[config.mk]
export PLATFORM = sky130hd
export DESIGN_NAME = utf8_code_point_decoder_core_flat
export DESIGN_NICKNAME = d
export VERILOG_FILES = /design/src/sv/ufd_pkg.sv /design/src/sv/ufd_if.sv /design/src/sv/utf8_code_point_decoder_core.sv /design/src/sv/ufd_front.sv /design/src/sv/ufd_queue.sv /design/src/sv/ufd_back.sv /design/src/flat_wrapper.sv
export SDC_FILE = /design/constraint.sdc
export NUM_CORES = 1
export LEC_CHECK = 0
export ABC_AREA = 1
export ABC_CLOCK_PERIOD_IN_PS = 13100
export BUFFER_PORTS_ARGS = -buffer_cell sky130_fd_sc_hd__buf_4
export CORE_MARGIN = 4
export CORE_UTILIZATION = 50
export CTS_CLUSTER_SIZE = 25
export DETAILED_ROUTE_END_ITERATION = 8
export GPL_TIMING_DRIVEN = 0
export HOLD_SLACK_MARGIN = 0.1
export MAX_ROUTING_LAYER = met4
export PLACE_DENSITY_LB_ADDON = 0.05
export SLEW_MARGIN = 20
export SYNTH_ARGS = -nofsm -noshare
export SYNTH_HDL_FRONTEND = slang
export SYNTH_HIERARCHICAL = 1
export SYNTH_SLANG_ARGS = --single-unit
export TNS_END_PERCENT = 50
[constraint.sdc]
create_clock -name clk -period 13.1 [get_ports clk]
set_input_delay 1.31 -clock clk [delete_from_list [all_inputs] [get_ports clk]]
set_output_delay 1.31 -clock clk [all_outputs]
set_load 0.03 [all_outputs]
[src/sv/ufd_pkg.sv]
`timescale 1ns / 1ps
// ----------------------------------------------------------------------------
// UTF-8 decoder package
// Shared widths, constants and the packet types passed between the parts of
// the UTF-8 code point decoder.
// ----------------------------------------------------------------------------
package ufd_pkg;

  localparam int CP_W  = 21;
  localparam int ACC_W = 31;
  localparam int REM_W = 3;

  // Queue between front and back end
  localparam int Q_DEPTH = 4;
  localparam int Q_PTR_W = $clog2(Q_DEPTH);
  localparam int Q_CNT_W = $clog2(Q_DEPTH + 1);

  localparam logic [CP_W-1:0]  REPL_CP  = 21'h00FFFD;
  localparam logic [ACC_W-1:0] BOM_VAL  = 31'h0000FEFF;
  localparam logic [ACC_W-1:0] SURR_LO  = 31'h0000D800;
  localparam logic [ACC_W-1:0] SURR_HI  = 31'h0000DFFF;
  localparam logic [ACC_W-1:0] NONCH_A  = 31'h0000FFFE;
  localparam logic [ACC_W-1:0] NONCH_B  = 31'h0000FFFF;
  localparam logic [ACC_W-1:0] MAX_CP   = 31'h0010FFFF;

  // One decoded result
  typedef struct packed {
    logic [CP_W-1:0] code_point;
    logic            replaced;
  } result_t;

  // All results caused by one byte: one, or two when a sequence is broken
  typedef struct packed {
    logic    two;
    result_t first;
    result_t second;
  } packet_t;

endpackage

[src/sv/ufd_if.sv]
`timescale 1ns / 1ps
// ----------------------------------------------------------------------------
// UTF-8 decoder channel interfaces
// Byte input, result output and configuration write channels, each with
// valid/ready handshake.
// ----------------------------------------------------------------------------
interface ufd_in_if import ufd_pkg::*; ();
  logic       valid;
  logic       ready;
  logic [7:0] data_byte;
  logic       last_byte;

  modport source(output valid, output data_byte, output last_byte, input ready);
  modport sink(input valid, input data_byte, input last_byte, output ready);
endinterface

interface ufd_out_if import ufd_pkg::*; ();
  logic            valid;
  logic            ready;
  logic [CP_W-1:0] code_point;
  logic            replaced;
  logic            last_of_run;

  modport source(output valid, output code_point, output replaced, output last_of_run,
                 input ready);
  modport sink(input valid, input code_point, input replaced, input last_of_run,
               output ready);
endinterface

interface ufd_cfg_if import ufd_pkg::*; ();
  logic valid;
  logic ready;
  logic drop_bom;

  modport source(output valid, output drop_bom, input ready);
  modport sink(input valid, input drop_bom, output ready);
endinterface

[src/sv/utf8_code_point_decoder_core.sv]
`timescale 1ns / 1ps
// ----------------------------------------------------------------------------
// UTF-8 code point decoder
// Decodes a UTF-8 byte stream into Unicode scalar values, replacing every stray,
// broken, truncated or out-of-range sequence and U+FFFE/U+FFFF with U+FFFD.
// ----------------------------------------------------------------------------
//  Channel  | Direction | Payload                                 | Beat
//  ---------+-----------+-----------------------------------------+------------------
//  in_ch    | sink      | data_byte[7:0], last_byte               | one input byte
//  out_ch   | source    | code_point[20:0], replaced, last_of_run | one result
//  cfg_ch   | sink      | drop_bom                                | register write
//
// One byte is taken per cycle while the packet queue has room; the front end
// settles each byte in the cycle it is accepted. The output carries one result
// per cycle while the receiver is ready, so a byte that breaks a sequence and
// gives two results takes two output beats; the four-entry packet queue absorbs
// this. Synchronous reset clears sequence state, queue pointers and valid and
// pending flags and sets drop_bom to 1. Either side may stall without loss.
// ----------------------------------------------------------------------------
module utf8_code_point_decoder_core import ufd_pkg::*; (
  input  logic      clk,
  input  logic      rst_n,
  ufd_in_if.sink    in_ch,
  ufd_out_if.source out_ch,
  ufd_cfg_if.sink   cfg_ch
);

  logic    fq_valid, fq_ready;
  packet_t fq_pkt;
  logic    qb_valid, qb_ready;
  packet_t qb_pkt;

  // Byte classification and sequence state
  ufd_front u_front (
    .clk       (clk),
    .rst_n     (rst_n),
    .in_ch     (in_ch),
    .cfg_ch    (cfg_ch),
    .pkt_valid (fq_valid),
    .pkt_ready (fq_ready),
    .pkt       (fq_pkt)
  );

  // Decoupling queue
  ufd_queue u_queue (
    .clk        (clk),
    .rst_n      (rst_n),
    .push_valid (fq_valid),
    .push_ready (fq_ready),
    .push_pkt   (fq_pkt),
    .pop_valid  (qb_valid),
    .pop_ready  (qb_ready),
    .pop_pkt    (qb_pkt)
  );

  // Result output
  ufd_back u_back (
    .clk       (clk),
    .rst_n     (rst_n),
    .pkt_valid (qb_valid),
    .pkt_ready (qb_ready),
    .pkt       (qb_pkt),
    .out_ch    (out_ch)
  );

endmodule

[src/sv/ufd_front.sv]
`timescale 1ns / 1ps
// ----------------------------------------------------------------------------
// UTF-8 decoder front end
// Accepts bytes, tracks the pending sequence and classifies each byte into a
// packet of zero, one or two results for the queue.
// ----------------------------------------------------------------------------
module ufd_front import ufd_pkg::*; (
  input  logic          clk,
  input  logic          rst_n,
  ufd_in_if.sink        in_ch,
  ufd_cfg_if.sink       cfg_ch,
  output logic          pkt_valid,
  input  logic          pkt_ready,
  output packet_t       pkt
);

  logic [ACC_W-1:0] acc_r, acc_nxt;
  logic [REM_W-1:0] rem_r, rem_nxt;
  logic             drop_bom_r;

  logic             accept;
  logic [7:0]       b;
  logic             is_cont;
  logic [ACC_W-1:0] cont_acc;
  logic             intr;
  logic             do_lead;
  logic             flt;
  logic             fin_req;
  logic [ACC_W-1:0] fin_val;
  logic             bad_val;
  logic             is_bom;
  logic             res_vld;
  result_t          res;

  assign b       = in_ch.data_byte;
  assign is_cont = (b[7:6] == 2'b10);
  assign cont_acc = {acc_r[ACC_W-7:0], b[5:0]};

  // Next state and result classification for the byte on the input
  always_comb begin
    acc_nxt = acc_r;
    rem_nxt = rem_r;
    intr    = 1'b0;
    do_lead = 1'b0;
    flt     = 1'b0;
    fin_req = 1'b0;
    fin_val = '0;
    if (rem_r != '0) begin
      if (is_cont) begin
        rem_nxt = rem_r - 3'd1;
        if (rem_r == 3'd1) begin
          fin_req = 1'b1;
          fin_val = cont_acc;
          acc_nxt = '0;
        end else if (in_ch.last_byte) begin
          acc_nxt = '0;
          rem_nxt = '0;
          flt     = 1'b1;
        end else begin
          acc_nxt = cont_acc;
        end
      end else begin
        // Broken sequence: replace it, then take this byte as a new lead
        intr    = 1'b1;
        acc_nxt = '0;
        rem_nxt = '0;
        do_lead = 1'b1;
      end
    end else begin
      do_lead = 1'b1;
    end

    if (do_lead) begin
      if (b[7] == 1'b0) begin
        fin_req = 1'b1;
        fin_val = {{(ACC_W-8){1'b0}}, b};
      end else if (b[7:6] == 2'b10 || b[7:1] == 7'b1111111) begin
        flt = 1'b1;
      end else if (in_ch.last_byte) begin
        acc_nxt = '0;
        rem_nxt = '0;
        flt     = 1'b1;
      end else if (b[5] == 1'b0) begin
        acc_nxt = {{(ACC_W-5){1'b0}}, b[4:0]};
        rem_nxt = 3'd1;
      end else if (b[4] == 1'b0) begin
        acc_nxt = {{(ACC_W-4){1'b0}}, b[3:0]};
        rem_nxt = 3'd2;
      end else if (b[3] == 1'b0) begin
        acc_nxt = {{(ACC_W-3){1'b0}}, b[2:0]};
        rem_nxt = 3'd3;
      end else if (b[2] == 1'b0) begin
        acc_nxt = {{(ACC_W-2){1'b0}}, b[1:0]};
        rem_nxt = 3'd4;
      end else begin
        acc_nxt = {{(ACC_W-1){1'b0}}, b[0]};
        rem_nxt = 3'd5;
      end
    end
  end

  // Range check on a finished value
  assign bad_val = (fin_val >= SURR_LO && fin_val <= SURR_HI) || fin_val == NONCH_A ||
                   fin_val == NONCH_B || fin_val > MAX_CP;
  assign is_bom  = (fin_val == BOM_VAL);

  assign res_vld = flt || (fin_req && (bad_val || !(is_bom && drop_bom_r)));
  assign res.code_point = (flt || bad_val) ? REPL_CP : fin_val[CP_W-1:0];
  assign res.replaced   = flt || bad_val;

  // Packet towards the queue
  assign pkt.two               = intr && res_vld;
  assign pkt.first.code_point  = intr ? REPL_CP : res.code_point;
  assign pkt.first.replaced    = intr ? 1'b1 : res.replaced;
  assign pkt.second            = res;

  assign in_ch.ready = pkt_ready;
  assign accept      = in_ch.valid && pkt_ready;
  assign pkt_valid   = accept && (intr || res_vld);

  assign cfg_ch.ready = 1'b1;

  // Sequence state and configuration register
  always_ff @(posedge clk) begin
    if (!rst_n) begin
      acc_r      <= '0;
      rem_r      <= '0;
      drop_bom_r <= 1'b1;
    end else begin
      if (accept) begin
        acc_r <= acc_nxt;
        rem_r <= rem_nxt;
      end
      if (cfg_ch.valid) begin
        drop_bom_r <= cfg_ch.drop_bom;
      end
    end
  end

`ifndef SYNTHESIS
  // No lead byte asks for more than five continuation bytes
  a_rem_range: assert property (@(posedge clk) disable iff (!rst_n) rem_r <= 3'd5)
    else $error("continuation count out of range");

  // With nothing pending the accumulator is clear
  a_acc_idle: assert property (@(posedge clk) disable iff (!rst_n)
    rem_r == '0 |-> acc_r == '0)
    else $error("accumulator holds data with no sequence pending");
`endif

endmodule

[src/sv/ufd_queue.sv]
`timescale 1ns / 1ps
// ----------------------------------------------------------------------------
// UTF-8 decoder packet queue
// Small first-in first-out store that decouples the front end from the
// result output.
// ----------------------------------------------------------------------------
module ufd_queue import ufd_pkg::*; (
  input  logic    clk,
  input  logic    rst_n,
  input  logic    push_valid,
  output logic    push_ready,
  input  packet_t push_pkt,
  output logic    pop_valid,
  input  logic    pop_ready,
  output packet_t pop_pkt
);

  packet_t              mem_r [Q_DEPTH];
  logic [Q_PTR_W-1:0]   wr_ptr_r;
  logic [Q_PTR_W-1:0]   rd_ptr_r;
  logic [Q_CNT_W-1:0]   cnt_r;
  logic                 push;
  logic                 pop;

  assign push_ready = (cnt_r != Q_CNT_W'(Q_DEPTH));
  assign pop_valid  = (cnt_r != '0);
  assign pop_pkt    = mem_r[rd_ptr_r];
  assign push       = push_valid && push_ready;
  assign pop        = pop_valid && pop_ready;

  // Pointers and fill count
  always_ff @(posedge clk) begin
    if (!rst_n) begin
      wr_ptr_r <= '0;
      rd_ptr_r <= '0;
      cnt_r    <= '0;
    end else begin
      if (push) begin
        wr_ptr_r <= wr_ptr_r + 1'b1;
      end
      if (pop) begin
        rd_ptr_r <= rd_ptr_r + 1'b1;
      end
      if (push && !pop) begin
        cnt_r <= cnt_r + 1'b1;
      end else if (pop && !push) begin
        cnt_r <= cnt_r - 1'b1;
      end
    end
  end

  // Packet storage
  always_ff @(posedge clk) begin
    if (push) begin
      mem_r[wr_ptr_r] <= push_pkt;
    end
  end

`ifndef SYNTHESIS
  a_cnt_range: assert property (@(posedge clk) disable iff (!rst_n)
    cnt_r <= Q_CNT_W'(Q_DEPTH))
    else $error("queue fill count beyond depth");

  a_cnt_push: assert property (@(posedge clk) disable iff (!rst_n)
    (push && !pop) |=> cnt_r == $past(cnt_r) + 1'b1)
    else $error("queue fill count missed a push");
`endif

endmodule

[src/sv/ufd_back.sv]
`timescale 1ns / 1ps
// ----------------------------------------------------------------------------
// UTF-8 decoder back end
// Unpacks queued packets into single results on a registered output, one
// result per beat, marking the last result of each byte.
// ----------------------------------------------------------------------------
module ufd_back import ufd_pkg::*; (
  input  logic     clk,
  input  logic     rst_n,
  input  logic     pkt_valid,
  output logic     pkt_ready,
  input  packet_t  pkt,
  ufd_out_if.source out_ch
);

  logic            out_vld_r;
  result_t         out_res_r;
  logic            out_last_r;
  logic            sec_pend_r;
  result_t         sec_r;
  logic            load;

  assign load      = !out_vld_r || out_ch.ready;
  assign pkt_ready = load && !sec_pend_r;

  // Output register and held second result
  always_ff @(posedge clk) begin
    if (!rst_n) begin
      out_vld_r  <= 1'b0;
      sec_pend_r <= 1'b0;
    end else if (load) begin
      if (sec_pend_r) begin
        out_vld_r  <= 1'b1;
        sec_pend_r <= 1'b0;
      end else begin
        out_vld_r  <= pkt_valid;
        sec_pend_r <= pkt_valid && pkt.two;
      end
    end
  end

  always_ff @(posedge clk) begin
    if (load) begin
      if (sec_pend_r) begin
        out_res_r  <= sec_r;
        out_last_r <= 1'b1;
      end else if (pkt_valid) begin
        out_res_r  <= pkt.first;
        out_last_r <= !pkt.two;
        sec_r      <= pkt.second;
      end
    end
  end

  assign out_ch.valid       = out_vld_r;
  assign out_ch.code_point  = out_res_r.code_point;
  assign out_ch.replaced    = out_res_r.replaced;
  assign out_ch.last_of_run = out_last_r;

`ifndef SYNTHESIS
  // A held second result always sits behind a shown first one
  a_sec_behind: assert property (@(posedge clk) disable iff (!rst_n)
    sec_pend_r |-> out_vld_r && !out_last_r)
    else $error("second result pending without its first on the output");
`endif

endmodule

[src/flat_wrapper.sv]
// flat-port wrapper written by rule: the top's interface ports become plain ports
module utf8_code_point_decoder_core_flat import ufd_pkg::*;
  (clk, rst_n, in_ch_valid, in_ch_data_byte, in_ch_last_byte, in_ch_ready, out_ch_valid, out_ch_code_point, out_ch_replaced, out_ch_last_of_run, out_ch_ready, cfg_ch_valid, cfg_ch_drop_bom, cfg_ch_ready);
  ufd_in_if in_ch_i ();
  ufd_out_if out_ch_i ();
  ufd_cfg_if cfg_ch_i ();
  input  logic clk;
  input  logic rst_n;
  input wire logic [$bits(in_ch_i.valid)-1:0] in_ch_valid;
  input wire logic [$bits(in_ch_i.data_byte)-1:0] in_ch_data_byte;
  input wire logic [$bits(in_ch_i.last_byte)-1:0] in_ch_last_byte;
  output wire logic [$bits(in_ch_i.ready)-1:0] in_ch_ready;
  output wire logic [$bits(out_ch_i.valid)-1:0] out_ch_valid;
  output wire logic [$bits(out_ch_i.code_point)-1:0] out_ch_code_point;
  output wire logic [$bits(out_ch_i.replaced)-1:0] out_ch_replaced;
  output wire logic [$bits(out_ch_i.last_of_run)-1:0] out_ch_last_of_run;
  input wire logic [$bits(out_ch_i.ready)-1:0] out_ch_ready;
  input wire logic [$bits(cfg_ch_i.valid)-1:0] cfg_ch_valid;
  input wire logic [$bits(cfg_ch_i.drop_bom)-1:0] cfg_ch_drop_bom;
  output wire logic [$bits(cfg_ch_i.ready)-1:0] cfg_ch_ready;
  assign in_ch_i.valid = in_ch_valid;
  assign in_ch_i.data_byte = in_ch_data_byte;
  assign in_ch_i.last_byte = in_ch_last_byte;
  assign in_ch_ready = in_ch_i.ready;
  assign out_ch_valid = out_ch_i.valid;
  assign out_ch_code_point = out_ch_i.code_point;
  assign out_ch_replaced = out_ch_i.replaced;
  assign out_ch_last_of_run = out_ch_i.last_of_run;
  assign out_ch_i.ready = out_ch_ready;
  assign cfg_ch_i.valid = cfg_ch_valid;
  assign cfg_ch_i.drop_bom = cfg_ch_drop_bom;
  assign cfg_ch_ready = cfg_ch_i.ready;
  utf8_code_point_decoder_core u_core (.clk(clk), .rst_n(rst_n), .in_ch(in_ch_i), .out_ch(out_ch_i), .cfg_ch(cfg_ch_i));
endmodule
==> flow_summary.toml <==
[detailed_routing]
wl_um = 26700
drtPass1Iterations = 5
drt-initial-drc-count = 688
viasPerCell = 5.48
avgRoutedWirePerCell_um = 19.2
drcViolationCount = 0
ant_nets = 0
num_vias = 7633

[clock_tree]
cts_tree = "done"
clk_pin_slew_ps = 60
cts_buffer_depth = 3
cts.repair.resized = 0
post-cts-setup-buffers = 0
cts-root-buf = "clkbuf_16"
insertion_delay_ps = 540
numCtsBuffers = 28
cts_sinks = 265
postCtsHoldBufs = 0
htree_levels = 1

[power_and_ir_drop]
power_density_nw_per_um2 = 221
vdd_drop_max_mv = 0.0970
finalPower_mw = 2.92
leakage_nw = 4.91

[logic_synthesis]
syn_inst = 1015
ys_seq_area_frac = 0.664
synth_largest_area_cell = "edfxtp_1"
yosysTopAreaCellShare = 0.593
synthFlopType = "edfxtp_1"
syn_area_um2 = 11400
ys_top_cells_by_area = "edfxtp_1 (59%), dfxtp_1 (7.0%), nand2_1 (6.3%), nor2_1 (4.7%), o21ai_0 (2.4%)"
yosys-mux-area-fraction = 0
synth-async-reset-ratio = 0
syn_nets = 1039
yosysWarnings = 6
synthAdderAreaFrac = 0.0106
synth-xor-area-share = 0.00154
ys_ff_latch = 265
synth_top_family_by_area = "simple AND/OR/NAND/NOR gates"
synth_edf_count = 225
syn_area_per_cell_um2 = 11.2
ys_types = 45
yosys.area_share.simple = 0.168
synth_compound_area_frac = 0.0988

[timing]
rsz0062_at_grt = "no"
tns_ps = 0
fin_worst_skew_ps = 11.5
slew_viol_final = 0
slew_headroom = 0.526
worst_pin_slew_ps = 710
fmax_ghz = 0.253
period_minus_slack_ps = 3960
period_share = 0.302
setup_violations = 0
hold_violations = 0

[layout]
area_delta_synth_final_pct = 16.1
insertedDiodeCount = 0
drive_gt1_frac = 0.184
nNetsFinal = 1114
finalNonFillerCells = 1392
fillers = 1784

[grt]
grt_pass1_vias = 7316
antenna_found_initial = 0
grt-ovfl-total = 0
grt_util_all_layers = 0.213
grt_pass1_wl_um = 41400
grt_max_degree = 24

[worst_hold_path]
hold_start = "u_core/u_front/acc_r[22]"
hp-class = "flip-flop to flip-flop"

[setup_path]
cp.required_ps = 13530
crit_path_end = "u_core/u_queue/cnt_r[2]"
r2r_end = "u_core/u_queue/cnt_r[2]"
endpoint_kind = "flip-flop"
reg2regPathDepth = 23
critPathKind = "input port to flip-flop"
crit_start = "in_ch_data_byte[5]"
worstPathArrival_ps = 4390
path_max_fanout = 6
r2r-start = "u_core/u_front/rem_r[1]"
critPathLaunchType = "input port"
rrSetupSlack_ps = 9470

[die]
num_rows = 54
start_util = 0.515
dieHeight_um = 159
num_io_pins = 41
die_area_um2 = 25200
die_w_um = 159
coreArea_um2 = 22100

[placed_design]
io_buffers = 37
dp_hpwl_um = 18500
place_inst = 1340
gp_routability_congestion = 0.931

[flow_run]
maxCapViolations = 0

[status]
status = "finished clean"
-- flip-flops by register name, indices dropped and copies added, names as in the netlist, named ones only --
signal                            count
u_core/u_front/acc_r                 25
u_core/u_queue/cnt_r                  3
u_core/u_front/drop_bom_r             1
u_core/u_front/rem_r                  3
u_core/u_queue/rd_ptr_r               2
u_core/u_back/sec_r                  22
u_core/u_back/out_ch.valid            1
u_core/u_queue/mem_r                180
u_core/u_back/out_ch.last_of_run      1
u_core/u_back/out_ch.replaced         1
u_core/u_queue/wr_ptr_r               2
u_core/u_back/out_ch.code_point      21
u_core/u_back/sec_pend_r              1
-- routing by layer --
metal,global-route usage,part of all wire,up-vias
met3,0.0301,0.058,34
met2,0.335,0.47,219
li1,-,-,3702
met4,0.0469,0.016,0
met1,0.301,0.45,3678
met5,-,0,-
-- cells by family after synthesis --
| group | count (synthesis) |
|---|---|
| xor+xnor | 2 |
| buf+inv | 112 |
| simple gates | 436 |
| fa+ha+maj | 9 |
| compound gates | 190 |
| flops | 265 |
| other cells | 1 |
-- report_power, final --
| part | total, mW | leakage (nW) | switching, mW | internal [mW] |
|---|---|---|---|---|
| combinational | 0.930 | 2.07 | 0.624 | 0.305 |
| clock | 0.810 | 0.471 | 0.318 | 0.492 |
| sequential | 1.18 | 2.37 | 0.0448 | 1.14 |
| total | 2.92 | 4.91 | 0.987 | 1.93 |
-- final cells by class --
class / instances / area, µm² / share of cell area
Sequential cell: 265 / 7560 / 0.572
Multi-Input combinational cell: 638 / 3230 / 0.244
Clock buffer: 32 / 716 / 0.0541
Timing Repair Buffer: 45 / 483 / 0.0365
Buffer: 50 / 392 / 0.0296
Tap cell: 280 / 350 / 0.0265
Inverter: 62 / 253 / 0.0191
Clock inverter: 20 / 241 / 0.0183
-- layout by cell type (no fill, tap or decap), drive strengths merged --
cell type,instances
a31oi,1
nand3,44
clkbuf,37
nor3,1
o21ai,100
xor2,2
o211ai,2
a21boi,1
o21bai,1
conb,1
nor4,2
edfxtp,225
nand3b,1
dfxtp,40
o31ai,1
nand4,24
buf,90
fa,1
inv,61
a21oi,37
a21o,1
o22ai,46
or2,2
ha,8
clkinv,16
nand2,203
nor2,159
bufinv,5
-- metrics by stage --
step                      instance area, µm²  worst slack, ps  utilization  hold slack, ps
after floorplan                        11400             8040            -             439
after global placement                 12000             5810        0.544             456
after detailed placement               12300             8670        0.555             456
after CTS                              13200             9210        0.598             465
after global routing                   13200             8880        0.598             486
final                                  13200             9140        0.598             467
-- how the worst min path moves through the flow --
stage | end | slack [ps] | cells past startpoint
final | u_core/u_front/acc_r[22] | 470 | 2
after global routing | u_core/u_front/acc_r[22] | 490 | 2
after CTS | u_core/u_front/acc_r[22] | 470 | 2
after detailed placement | u_core/u_front/acc_r[22] | 460 | 2
after global placement | u_core/u_front/acc_r[22] | 460 | 2
after floorplan | u_core/u_front/drop_bom_r | 440 | 2
-- critical path: stages --
cell,delay (ps)
buf_4,130
nand2_1,100
nor2_1,210
nand3_1,120
nand2_1,100
nor2_1,50
nor2_1,360
or2_2,180
nand2_1,80
a21oi_1,370
nand2_2,250
inv_2,130
ha_1,180
inv_1,70
fa_1,380
inv_1,70
nand2_1,40
nand3_1,80
nand2_1,60
nand2_1,50
nor2_1,40
-- Yosys cell counts, types with 3 or more instances --
cell type	number
buf_4	10
nand2_2	7
edfxtp_1	225
nand2_4	4
o22ai_1	36
ha_1	8
nor2_1	142
buf_2	16
nand3_2	3
nand4_1	24
inv_2	6
o22ai_2	10
nand2_1	191
clkbuf_1	4
nor2_2	14
o21ai_0	54
dfxtp_1	40
o21ai_1	36
nand3_1	41
o21ai_2	10
inv_1	51
a21oi_1	37
buf_6	19
(Power assumes the default switching activity.)
